==> src/hw/rtl/edfts_pkg.sv <==
// ----------------------------------------------------------------------------
// EDF task table scheduler package
// Shared types and constants: request codes, slot states and the layout of
// one task table entry.
// ----------------------------------------------------------------------------
`default_nettype none

package edfts_pkg;

  localparam int NUM_SLOTS_DEF = 16;
  localparam int TIME_W        = 32;

  typedef enum logic [3:0] {
    REQ_CREATE  = 4'd0,
    REQ_SETDL   = 4'd1,
    REQ_YIELD   = 4'd2,
    REQ_SLEEP   = 4'd3,
    REQ_PERIOD  = 4'd4,
    REQ_EXIT    = 4'd5,
    REQ_SWITCH  = 4'd6,
    REQ_START   = 4'd7,
    REQ_INFO    = 4'd8
  } req_code_t;

  typedef enum logic [1:0] {
    ST_DORMANT  = 2'd0,
    ST_READY    = 2'd1,
    ST_RUNNING  = 2'd2,
    ST_SLEEPING = 2'd3
  } slot_state_t;

  typedef struct packed {
    logic              used;
    slot_state_t       state;
    logic [TIME_W-1:0] sleep;
    logic [TIME_W-1:0] deadline;
    logic [TIME_W-1:0] remaining;
  } slot_entry_t;

  localparam int ENTRY_W = $bits(slot_entry_t);

  // Value of an entry that has not been written since reset.
  localparam slot_entry_t ENTRY_RESET = '{
    used:      1'b0,
    state:     ST_DORMANT,
    sleep:     '1,
    deadline:  '1,
    remaining: '1
  };

endpackage

`default_nettype wire

==> src/hw/rtl/edf_task_table_scheduler_core.sv <==
// ----------------------------------------------------------------------------
// EDF task table scheduler core
// Earliest-deadline-first scheduler over a table of task slots held in RAM.
// ----------------------------------------------------------------------------
//
//   Channel   Handshake            Payload
//   -------   ------------------   ----------------------------------------
//   request   in_valid / in_stall  req_type, task_id, time_value,
//                                  task_valid, mem_ok
//   result    out_valid/out_stall  status, result_task, preempt_request,
//                                  slot_state_out, deadline_out, remaining_out
//
// Every item takes two table reads (the running slot, then the target slot)
// and then a result step before the result is loaded.
// Create, switch and start also sweep the whole table through the single RAM
// read port, one slot per cycle.
// The next item can be accepted in the cycle after the result is loaded.
// Reset is synchronous; per-slot valid bits make the table read as all
// dormant right after reset, with no clearing pass.
// A result that waits on out_stall sits in the output register while the
// next item is already accepted and worked on.
// ----------------------------------------------------------------------------
`default_nettype none

module edf_task_table_scheduler_core #(
  parameter int NUM_SLOTS = edfts_pkg::NUM_SLOTS_DEF
) (
  input  wire logic        clk,
  input  wire logic        rst,
  input  wire logic        in_valid,
  output logic             in_stall,
  input  wire logic [3:0]  req_type,
  input  wire logic [3:0]  task_id,
  input  wire logic signed [31:0] time_value,
  input  wire logic        task_valid,
  input  wire logic        mem_ok,
  output logic             out_valid,
  input  wire logic        out_stall,
  output logic             status,
  output logic [3:0]       result_task,
  output logic             preempt_request,
  output logic [1:0]       slot_state_out,
  output logic signed [31:0] deadline_out,
  output logic signed [31:0] remaining_out
);

  import edfts_pkg::*;

  localparam int SLOT_W = $clog2(NUM_SLOTS);
  localparam int CNT_W  = $clog2(NUM_SLOTS + 1);
  localparam logic [SLOT_W-1:0] LAST_SLOT = SLOT_W'(NUM_SLOTS - 1);

  typedef enum logic [2:0] {
    S_IDLE,
    S_RUN,
    S_TGT,
    S_SCAN,
    S_FIN,
    S_DONE
  } state_t;

  state_t state;

  // Latched request.
  req_code_t         req_q;
  logic [3:0]        tid_q;
  logic [TIME_W-1:0] tv_q;
  logic              tvalid_q;
  logic              memok_q;

  // Scheduler state outside the table.
  logic [SLOT_W-1:0] run_slot;
  logic [CNT_W-1:0]  task_count;

  slot_entry_t       run_word;

  // Table sweep.
  logic [SLOT_W-1:0] scan_idx;
  logic              iss_done;
  logic              arr_vld;
  logic [SLOT_W-1:0] arr_pos;
  logic              free_found;
  logic [SLOT_W-1:0] free_idx;
  logic              best_found;
  logic [SLOT_W-1:0] best_idx;
  slot_entry_t       best_word;
  slot_entry_t       word0;

  // Finished result waiting for the output register.
  logic              res_status;
  logic [SLOT_W-1:0] res_task;
  logic              res_preempt;
  logic [1:0]        res_st;
  logic [TIME_W-1:0] res_dl;
  logic [TIME_W-1:0] res_rem;

  // Table port.
  logic              wr_en;
  logic [SLOT_W-1:0] wr_addr;
  slot_entry_t       wr_data;
  logic [SLOT_W-1:0] rd_addr;
  slot_entry_t       rd_data;

  // Decisions of the current cycle.
  logic              done_now;
  logic              go_scan;
  logic              cnt_inc;
  logic              cnt_dec;
  logic              set_run;
  logic [SLOT_W-1:0] chosen;
  logic              fin_status;
  logic [SLOT_W-1:0] fin_task;
  logic              fin_preempt;
  logic [1:0]        fin_st;
  logic [TIME_W-1:0] fin_dl;
  logic [TIME_W-1:0] fin_rem;
  logic              out_load;

  logic              run_is_idle;
  logic              tv_pos;
  logic              tid_in_range;
  logic [SLOT_W-1:0] tid_slot;
  logic              scan_better;

  edfts_table #(
    .NUM_SLOTS (NUM_SLOTS)
  ) u_table (
    .clk     (clk),
    .rst     (rst),
    .wr_en   (wr_en),
    .wr_addr (wr_addr),
    .wr_data (wr_data),
    .rd_addr (rd_addr),
    .rd_data (rd_data)
  );

  assign run_is_idle  = (run_slot == '0);
  assign tv_pos       = !tv_q[TIME_W-1] && (tv_q != '0);
  assign tid_in_range = (32'(tid_q) < NUM_SLOTS);
  assign tid_slot     = SLOT_W'(tid_q);

  // A ready slot beats the best so far only on a strictly smaller signed
  // remaining time, so ties stay with the lower slot.
  assign scan_better = (rd_data.state == ST_READY) &&
                       (!best_found ||
                        ($signed(rd_data.remaining) < $signed(best_word.remaining)));

  assign in_stall = (state != S_IDLE);

  // The finished result moves to the output register once it is free or
  // being taken in this cycle.
  assign out_load = (state == S_DONE) && (!out_valid || !out_stall);

  always_comb begin
    rd_addr     = run_slot;
    wr_en       = 1'b0;
    wr_addr     = run_slot;
    wr_data     = run_word;
    done_now    = 1'b0;
    go_scan     = 1'b0;
    cnt_inc     = 1'b0;
    cnt_dec     = 1'b0;
    set_run     = 1'b0;
    chosen      = best_found ? best_idx : '0;
    fin_status  = 1'b0;
    fin_task    = '0;
    fin_preempt = 1'b0;
    fin_st      = '0;
    fin_dl      = '0;
    fin_rem     = '0;

    unique case (state)
      S_IDLE: begin
        rd_addr = run_slot;
      end

      // Running slot data arrives now; fetch the target slot next.
      S_RUN: begin
        rd_addr = (req_q == REQ_START) ? SLOT_W'(1) : tid_slot;
      end

      // run_word holds the running slot, rd_data the target slot.
      S_TGT: begin
        unique case (req_q)
          REQ_CREATE: begin
            if ((task_count < CNT_W'(NUM_SLOTS)) && tv_pos && tvalid_q) begin
              go_scan = 1'b1;
            end else begin
              done_now   = 1'b1;
              fin_status = 1'b1;
            end
          end
          REQ_SETDL: begin
            done_now = 1'b1;
            if (!tv_pos || (tid_q == '0) || !tid_in_range || !rd_data.used ||
                (tid_slot == run_slot)) begin
              fin_status = 1'b1;
            end else begin
              wr_en             = 1'b1;
              wr_addr           = tid_slot;
              wr_data           = rd_data;
              wr_data.deadline  = tv_q;
              wr_data.remaining = tv_q;
              fin_preempt       = !run_is_idle && (tv_q < run_word.remaining);
            end
          end
          REQ_YIELD: begin
            done_now = 1'b1;
            if (run_is_idle) begin
              fin_status = 1'b1;
            end else begin
              wr_en             = 1'b1;
              wr_data.remaining = run_word.deadline;
              fin_preempt       = 1'b1;
            end
          end
          REQ_SLEEP: begin
            done_now = 1'b1;
            if (tv_pos) begin
              wr_en         = 1'b1;
              wr_data.state = ST_SLEEPING;
              wr_data.sleep = tv_q;
              fin_preempt   = !run_is_idle;
            end
          end
          REQ_PERIOD: begin
            done_now      = 1'b1;
            wr_en         = 1'b1;
            wr_data.state = ST_SLEEPING;
            wr_data.sleep = run_word.remaining;
            fin_preempt   = !run_is_idle;
          end
          REQ_EXIT: begin
            done_now = 1'b1;
            if (run_is_idle || !memok_q) begin
              fin_status = 1'b1;
            end else begin
              wr_en         = 1'b1;
              wr_data.state = ST_DORMANT;
              wr_data.used  = 1'b0;
              cnt_dec       = 1'b1;
              fin_preempt   = 1'b1;
            end
          end
          REQ_SWITCH: begin
            // Demote the running task first; the sweep starts in the next cycle
            // and so sees the new state.
            go_scan = 1'b1;
            if (run_word.state == ST_RUNNING) begin
              wr_en         = 1'b1;
              wr_data.state = ST_READY;
            end
          end
          REQ_START: begin
            if (rd_data.state == ST_DORMANT) begin
              done_now   = 1'b1;
              fin_status = 1'b1;
            end else begin
              go_scan = 1'b1;
            end
          end
          REQ_INFO: begin
            done_now = 1'b1;
            if ((task_count <= CNT_W'(1)) || (tid_q == '0) || !tid_in_range ||
                !rd_data.used) begin
              fin_status = 1'b1;
            end else begin
              fin_st  = rd_data.state;
              fin_dl  = rd_data.deadline;
              fin_rem = rd_data.remaining;
            end
          end
          default: begin
            done_now   = 1'b1;
            fin_status = 1'b1;
          end
        endcase
      end

      S_SCAN: begin
        rd_addr = scan_idx;
      end

      S_FIN: begin
        done_now = 1'b1;
        if (req_q == REQ_CREATE) begin
          if (!free_found || !memok_q) begin
            fin_status = 1'b1;
          end else begin
            wr_en             = 1'b1;
            wr_addr           = free_idx;
            wr_data.used      = 1'b1;
            wr_data.state     = ST_READY;
            wr_data.sleep     = '1;
            wr_data.deadline  = tv_q;
            wr_data.remaining = tv_q;
            cnt_inc           = 1'b1;
            fin_task          = free_idx;
            // A new task in the slot the running one left never asks for preemption.
            fin_preempt       = !run_is_idle && (free_idx != run_slot) &&
                                (tv_q < run_word.remaining);
          end
        end else begin
          wr_en         = 1'b1;
          wr_addr       = chosen;
          wr_data       = best_found ? best_word : word0;
          wr_data.state = ST_RUNNING;
          set_run       = 1'b1;
          fin_task      = chosen;
        end
      end

      S_DONE: begin
        rd_addr = run_slot;
      end

      default: begin
        rd_addr = run_slot;
      end
    endcase
  end

  always_ff @(posedge clk) begin
    if (rst) begin
      state      <= S_IDLE;
      run_slot   <= '0;
      task_count <= '0;
      out_valid  <= 1'b0;
    end else begin
      if (out_load) begin
        out_valid <= 1'b1;
      end else if (out_valid && !out_stall) begin
        out_valid <= 1'b0;
      end

      if (cnt_inc) begin
        task_count <= task_count + CNT_W'(1);
      end else if (cnt_dec && (task_count != '0)) begin
        task_count <= task_count - CNT_W'(1);
      end

      if (set_run) begin
        run_slot <= chosen;
      end

      if (done_now) begin
        res_status  <= fin_status;
        res_task    <= fin_task;
        res_preempt <= fin_preempt;
        res_st      <= fin_st;
        res_dl      <= fin_dl;
        res_rem     <= fin_rem;
      end

      unique case (state)
        S_IDLE: begin
          if (in_valid) begin
            req_q    <= req_code_t'(req_type);
            tid_q    <= task_id;
            tv_q     <= time_value;
            tvalid_q <= task_valid;
            memok_q  <= mem_ok;
            state    <= S_RUN;
          end
        end

        S_RUN: begin
          run_word <= rd_data;
          state    <= S_TGT;
        end

        S_TGT: begin
          if (go_scan) begin
            scan_idx   <= '0;
            iss_done   <= 1'b0;
            arr_vld    <= 1'b0;
            free_found <= 1'b0;
            best_found <= 1'b0;
            state      <= S_SCAN;
          end else begin
            state <= S_DONE;
          end
        end

        S_SCAN: begin
          if (!iss_done) begin
            arr_vld <= 1'b1;
            arr_pos <= scan_idx;
            if (scan_idx == LAST_SLOT) begin
              iss_done <= 1'b1;
            end else begin
              scan_idx <= scan_idx + SLOT_W'(1);
            end
          end else begin
            arr_vld <= 1'b0;
          end

          if (arr_vld) begin
            if (arr_pos == '0) begin
              // The idle slot is never a candidate but is the fallback pick.
              word0 <= rd_data;
            end else if (req_q == REQ_CREATE) begin
              if (!free_found && !rd_data.used) begin
                free_found <= 1'b1;
                free_idx   <= arr_pos;
              end
            end else if (scan_better) begin
              best_found <= 1'b1;
              best_idx   <= arr_pos;
              best_word  <= rd_data;
            end
            if (arr_pos == LAST_SLOT) begin
              state <= S_FIN;
            end
          end
        end

        S_FIN: begin
          state <= S_DONE;
        end

        S_DONE: begin
          if (out_load) begin
            status          <= res_status;
            result_task     <= 4'(res_task);
            preempt_request <= res_preempt;
            slot_state_out  <= res_st;
            deadline_out    <= res_dl;
            remaining_out   <= res_rem;
            state           <= S_IDLE;
          end
        end

        default: begin
          state <= S_IDLE;
        end
      endcase
    end
  end

endmodule

`default_nettype wire

==> src/hw/rtl/edfts_ram.sv <==
// ----------------------------------------------------------------------------
// Generic RAM
// One write port and one read port with a registered read.
// ----------------------------------------------------------------------------
`default_nettype none

module edfts_ram #(
  parameter int WIDTH = 8,
  parameter int DEPTH = 16
) (
  input  wire logic                     clk,
  input  wire logic                     wr_en,
  input  wire logic [$clog2(DEPTH)-1:0] wr_addr,
  input  wire logic [WIDTH-1:0]         wr_data,
  input  wire logic [$clog2(DEPTH)-1:0] rd_addr,
  output logic      [WIDTH-1:0]         rd_data
);

  logic [WIDTH-1:0] mem [DEPTH];

  always_ff @(posedge clk) begin
    if (wr_en) begin
      mem[wr_addr] <= wr_data;
    end
    rd_data <= mem[rd_addr];
  end

endmodule

`default_nettype wire

==> src/hw/rtl/edfts_table.sv <==
// ----------------------------------------------------------------------------
// EDF task table
// Task slot storage in one RAM. A valid bit per slot makes entries that were
// not written since reset read as the reset entry, so no clearing pass runs.
// ----------------------------------------------------------------------------
`default_nettype none

module edfts_table #(
  parameter int NUM_SLOTS = edfts_pkg::NUM_SLOTS_DEF
) (
  input  wire logic                         clk,
  input  wire logic                         rst,
  input  wire logic                         wr_en,
  input  wire logic [$clog2(NUM_SLOTS)-1:0] wr_addr,
  input  wire edfts_pkg::slot_entry_t       wr_data,
  input  wire logic [$clog2(NUM_SLOTS)-1:0] rd_addr,
  output edfts_pkg::slot_entry_t            rd_data
);

  import edfts_pkg::*;

  logic [NUM_SLOTS-1:0] valid;
  logic                 rd_valid;
  logic [ENTRY_W-1:0]   ram_q;

  edfts_ram #(
    .WIDTH (ENTRY_W),
    .DEPTH (NUM_SLOTS)
  ) u_ram (
    .clk     (clk),
    .wr_en   (wr_en),
    .wr_addr (wr_addr),
    .wr_data (wr_data),
    .rd_addr (rd_addr),
    .rd_data (ram_q)
  );

  // The valid bit is sampled with the read so both refer to the same address.
  always_ff @(posedge clk) begin
    if (rst) begin
      valid    <= '0;
      rd_valid <= 1'b0;
    end else begin
      rd_valid <= valid[rd_addr];
      if (wr_en) begin
        valid[wr_addr] <= 1'b1;
      end
    end
  end

  assign rd_data = rd_valid ? slot_entry_t'(ram_q) : ENTRY_RESET;

endmodule

`default_nettype wire

==> config.mk <==
export PLATFORM = sky130hd
export DESIGN_NAME = edf_task_table_scheduler_core
export DESIGN_NICKNAME = d
export VERILOG_FILES = /design/src/hw/rtl/edfts_pkg.sv /design/src/hw/rtl/edf_task_table_scheduler_core.sv /design/src/hw/rtl/edfts_ram.sv /design/src/hw/rtl/edfts_table.sv
export SDC_FILE = /design/constraint.sdc
export NUM_CORES = 2
export LEC_CHECK = 0
export ABC_AREA = 1
export BUFFER_PORTS_ARGS = -buffer_cell sky130_fd_sc_hd__buf_4
export CORE_MARGIN = 1.5
export CORE_UTILIZATION = 45
export DETAILED_ROUTE_END_ITERATION = 7
export SYNTH_ARGS = -nofsm -noshare
export SYNTH_HDL_FRONTEND = slang
export SYNTH_SLANG_ARGS = --single-unit
export TNS_END_PERCENT = 100
==> constraint.sdc <==
create_clock -name clk -period 7.32 [get_ports clk]
set_clock_uncertainty 0.1 [all_clocks]
set_input_delay 0.366 -clock clk [delete_from_list [all_inputs] [get_ports clk]]
set_output_delay 0.366 -clock clk [all_outputs]
set_load 0.01 [all_outputs]
# --- After elaboration in Yosys (flattened, before gate mapping) ---
# Memories as Yosys holds them, arrays and structs flattened. A register that Yosys moved wholly into a read port is not among the register bits.
# Cells that the tools add are included.
word_totals:
  n_memories: 1
  input_bits: 46
  regBits: 533
  ramBits: 1584
  elab_cells: 250
memory_table:
  columns: ["memory", "depth", "word_bits", "rd", "rd_ports_with_merged_regs", "wr", "line_no", "source"]
  rows:
  - ["u_table.u_ram.mem", 16, 99, 1, 1, 1, "edfts_ram.sv:19", "logic [WIDTH-1:0] mem [DEPTH];"]
op_classes:
  bitwise: 7
  n_eq_ne: 31
  n_reduce_logical: 57
  mux: 98
  addsub: 3
  n_lt_le_gt_ge: 7
ops:
  columns: ["operator", "n"]
  rows:
  - ["99-bit 2-to-1 mux", 5]
  - ["99-bit case mux with 2 select lines", 1]
  - ["32-bit case mux with 3 select lines", 1]
  - ["32-bit < comparator", 2]
  - ["32-bit 2-to-1 mux", 2]
  - ["32-bit case mux with 2 select lines", 1]
  - ["1-bit 2-to-1 mux", 46]
  - ["4-bit 2-to-1 mux", 11]
  - ["34-bit 2-to-1 mux", 1]
  - ["32-bit nonzero test", 1]
  - ["2-bit != test (second input constant)", 12]
  - ["4-bit case mux with 2 select lines", 3]
  - ["3-bit 2-to-1 mux", 6]
  - ["1-bit case mux with 2 select lines", 9]
  - ["3-bit case mux with 6 select lines", 1]
  - ["4-bit by 3-bit == test with 1-bit output (second input constant)", 4]
  - ["4-bit zero test", 4]
  - ["16-bit bitwise OR", 1]
  - ["7-bit AND reduction", 2]
  - ["4-bit == test (second input constant)", 3]
  - ["1-bit logical AND", 12]
  - ["3-bit AND reduction", 4]
  - ["6-bit AND reduction", 2]
  - ["4-bit by 5-bit < comparator with 1-bit output (second input constant)", 2]
  - ["other kinds (36)", 67]

# --- Logic depth before layout (Yosys ltp) ---
logic_depth:
  word_depth: 14
  depth_mapped: 19

# --- Hierarchy ---
# Synthesis repeated with hierarchy kept, for this count alone.
unflattened:
  hier_cells: 9479
  area_unflattened_um2: 97119.4
by_module_without_submodules:
  columns: ["module", "area_per_inst_um2", "cells_each", "seq_area_each_um2", "instances"]
  rows:
  - ["edfts_ram", 69870.8, 6495, 49547.5, 1]
  - ["edf_task_table_scheduler_core", 25597.0, 2656, 15244.6, 1]
  - ["edfts_table", 1651.6, 328, 340.3, 1]

# --- Worst setup path after synthesis ---
# No wires, ideal clock.
synth_path:
  path_type: "reg-to-reg"
  startpoint: "register arr_pos[0]"
  endpoint: "register word0[0] (netlist name), enable pin"
  synth_period_minus_slack_ps: 7709
  stages_incl_launch_ff: 4
  arrival_ps: 6961
  path_buffers: 0
  setup_slack_ps: -389
  cell_sequence: "edfxtp_1 > nor4_1 > inv_1 > nor4_1"
synth_between:
  elab_chain_len: 2
synth_rtl:
  columns: ["item", "line_no", "source"]
  rows:
  - ["start: declaration", "edf_task_table_scheduler_core.sv:81", "logic [SLOT_W-1:0] arr_pos;"]
  - ["start signal: assignment", "edf_task_table_scheduler_core.sv:388", "arr_pos <= scan_idx;"]
  - ["4-bit zero test", "edf_task_table_scheduler_core.sv:399", "if (arr_pos == '0) begin"]
  - ["4-bit AND reduction (no source line)", null, null]
  - ["end signal: assignment", "edf_task_table_scheduler_core.sv:401", "word0 <= rd_data;"]
  - ["end: declaration", "edf_task_table_scheduler_core.sv:87", "slot_entry_t word0;"]
# No other way between the ends.
# A chain may end at the register's enable or synchronous reset.

# --- Final worst setup path ---
layout_path:
  startpoint: "register state[0]"
  endpoint: "memory u_table.u_ram.mem[14][28] (netlist name), enable pin"
layout_between:
  elab_chain_len: 4
  elab_cells_between_ends: 6
  cone_classes: "eq/ne: 2; mux: 4"
layout_rtl:
  columns: ["item", "line_no", "source"]
  rows:
  - ["start: declaration", "edf_task_table_scheduler_core.sv:62", "state_t state;"]
  - ["start signal: assignment", "edf_task_table_scheduler_core.sv:325", "state <= S_IDLE;"]
  - ["start signal: assignment", "edf_task_table_scheduler_core.sv:363", "state <= S_RUN;"]
  - ["start signal: assignment", "edf_task_table_scheduler_core.sv:369", "state <= S_TGT;"]
  - ["3-bit == test / 3-bit by 2-bit == test with 1-bit output (equally long branches)", "edf_task_table_scheduler_core.sv:172", "unique case (state)"]
  - ["1-bit case mux with 2 select lines", "edf_task_table_scheduler_core.sv:172", null]
  - ["1-bit 2-to-1 mux", "edfts_ram.sv:22", "if (wr_en) begin"]
  - ["1-bit 2-to-1 mux (implied by the code)", "edfts_ram.sv:23", "mem[wr_addr] <= wr_data;"]
  - ["end: declaration", "edfts_ram.sv:19", null]
# Parallel ways exist; a longest one is shown, timed or not.

==> flow_metrics.tcl <==
set metrics [dict create \
    startpoint "state[0]" \
    cts_buffers 157 \
    hp-start "time_value[10]" \
    nFillCells 11800 \
    finalWorstSetupSlack_ns 2.27 \
    maxCapViolCount 0 \
    cp_cell_sequence "nor2_1, nand2_2, inv_2, nor2_4, a211oi_1, nand2_1, nand2_1, nor2_1, nand3_1, inv_4, buf_4" \
    final_util 0.514 \
    min_period_ns 5.05 \
    hold_class "primary input to flop" \
    cts_root_buf "clkbuf_16" \
    ys.flop_type "edfxtp_1" \
    clock-sinks 1572 \
    rsz0062_at_grt "false" \
    routedWlPerCell_microns 26.4 \
    cts_tree "done" \
    place_inst 6811 \
    die-area_sq_mm 0.144 \
    yosys.cell_types.count 47 \
    p_clk_frac 0.319 \
    seq_power_share 0.453 \
    io_buffer_count 119 \
    clk-insertion-delay-late_ns 0.79 \
    arrival_ns 5.40 \
    cts_setup_buffers 0 \
    cpMaxStageDelayCell "nor2_4" \
    vias 42100 \
    synth.most_common_cell "edfxtp_1" \
    syn_inst 5066 \
    grt_max_degree 177 \
    start_kind "flop" \
    yosys.area.top_type "edfxtp_1" \
    finalHoldViolations 0 \
    tns_ns 0 \
    required_ns 7.66 \
    drtIter0Drc 4917 \
    num_rows 137 \
    netlist.area_leader.share 0.696 \
    syn_nets 5179 \
    pre_cts_ws_ns 2.41 \
    p_per_area_mw_per_mm2 348 \
    p_switching_w 0.00808 \
    power.leakage_nw 24.3 \
    fin_cells 7147 \
    syn-cell-area_sq_mm 0.0637 \
    ant_nets 0 \
    p_int_w 0.0169 \
    rr_startpoint "state[0]" \
    cts_resized 0 \
    end_kind "flop" \
    gr-total-overflow 0 \
    switching_share 0.323 \
    async_reset_ff_frac 0 \
    fp.dieH_microns 379 \
    synth_common_cells "edfxtp_1 (1475), nor2_1 (633), o21ai_0 (628)" \
    grt_pass1_wl_microns 271000 \
    vias_per_cell 5.88 \
    dpl.hpwl_microns 114000 \
    yosysSeqAreaShare 0.726 \
    setup_viol 0 \
    cts_buffer_depth 3 \
    totalWireLength_microns 189000 \
    cp_max_fo 48 \
    fin_crit_sh 0.690 \
    synth_seq_cells 1572 \
    cp_slowest_stage_delay_ns 0.79 \
    ioPinCount 120 \
    grt_pass1_vias 39400 \
    area.growth.synth_to_final_pct 13.0 \
    worstSetupPathType "flop to flop" \
    drive_above_1_share 0.0945 \
    fmax_mhz 198 \
    drc_errors 0 \
    synth_area_leaders "edfxtp_1 (70%), o21ai_0 (4.9%), nor2_1 (3.7%), dfxtp_1 (3.0%), nand2_1 (3.0%)" \
    max-slew-margin-rel 0.169 \
    clk_pin_slew_ns 0.06 \
    gp_congestion 0.942 \
    antenna_found_initial 3 \
    final_nets 5253 \
    die_w_microns 379 \
    track_usage 0.260 \
    core_sq_mm 0.140 \
    peakVddDrop_uv 278 \
    ys.warnings.count 0 \
    tightest_slew_ns 1.23 \
    htree_levels 4 \
    synth_edf_count 1475 \
    comb_power_share 0.228 \
    drv_slew 0 \
    syn_avg_cell_area_sq_um 12.6 \
    status "finished, final reports clean" \
    start_util 0.455 \
    drt_pass1_iterations 5 \
]
layout by cell type, fill, tap and decap left out, types with 13 or more instances in the layout:
master,n
inv_1,257
nor2_1,630
o22ai_1,137
clkinv_2,24
dfxtp_1,96
inv_4,17
clkbuf_8,13
nand2_1,512
o21ai_2,16
dlygate4sd3_1,46
o21ai_1,109
a22oi_1,21
clkinv_1,21
o211ai_1,166
o221ai_1,135
o21ai_0,616
clkbuf_1,48
ha_1,67
a21oi_1,285
clkbuf_16,165
nand3_1,49
inv_2,14
nand4_1,14
nor3_1,34
a221o_1,16
buf_4,181
edfxtp_1,1475
area by class of cell:
class                   instances  area (sq um)  area share
diodes                          2          5.00   0.0000695
clock buffers                 226          4490      0.0624
clock inverters                62           589     0.00819
inverters                     293          1150      0.0160
multi-input cells            2879         15100       0.210
flip-flops and latches       1572         46200       0.643
well taps                    1876          2350      0.0326
repair buffers                237          2020      0.0281
flip-flops by register name (all words and copies together), names as in the netlist, 4 cells and up:
register,flops
scan_idx,4
remaining_out,32
deadline_out,32
task_count,5
run_slot,4
run_word,67
req_q,4
word0,65
u_table.u_ram.rd_data,67
res_task,4
best_word,65
u_table.valid,16
arr_pos,4
result_task,4
res_rem,32
res_dl,32
u_table.u_ram.mem,1072
tv_q,32
best_idx,4
tid_q,4
free_idx,4
power groups by stage:
stage	clock network [W]	registers (W)	logic, W
floorplan	0	0.0113	0.00326
global placement	0	0.0115	0.00549
detailed placement	0	0.0115	0.00557
CTS	0.00809	0.0113	0.00560
global route	0.00841	0.0113	0.00609
finish	0.00799	0.0113	0.00570
path summary, 6_finish.rpt:
check	slack (ns)	to	depth (start not counted)
setup / recovery	2.27	u_table.u_ram.mem[14][28]	11
hold / removal	0.20	tv_q[10]	2
setup reg to reg	2.27	u_table.u_ram.mem[14][28]	11
hold reg to reg	0.31	remaining_out[18]	0
routing by layer:
layer | vias to the layer above | wire, microns | track usage
li1 | 18900 | - | -
met1 | 21100 | 81500 | 0.374
met2 | 1811 | 84000 | 0.388
met3 | 325 | 15300 | 0.0444
met4 | 0 | 8210 | 0.113
met5 | - | 0 | 0
repair_timing:
item | CTS | global route
hold endpoints to repair | 66 | 0
hold buffers | 46 | 0
endpoints found under the setup margin | 0 | 0
through the flow:
step	instance area [sq um]	hold slack, ns	power [W]
after detailed placement	66400	0.305	0.0171
after global routing	72000	0.192	0.0258
after CTS	72000	0.161	0.0250
after global placement	66400	0.301	0.0170
after floorplan	63700	0.300	0.0146
final	72000	0.200	0.0250
logic make-up (layout without fill, tap and decap cells):
group	after synthesis	in the layout	share of synthesized area
other cells	0	2	0
compound gates	1528	1528	0.141
mux	1	1	0.000157
simple gates	1271	1271	0.0789
flops	1572	1572	0.726
fa+ha+maj	67	67	0.0132
xor+xnor	12	12	0.00165
buf+inv	615	818	0.0394
critical path: cells and delay by family, from the launching register on:
| kind | cells | cell delay, ns |
|---|---|---|
| flops | 1 | 0.51 |
| compound gates | 1 | 0.11 |
| simple gates | 7 | 2.25 |
| buf+inv | 3 | 1.63 |
Power figures use the tool's default switching activity.
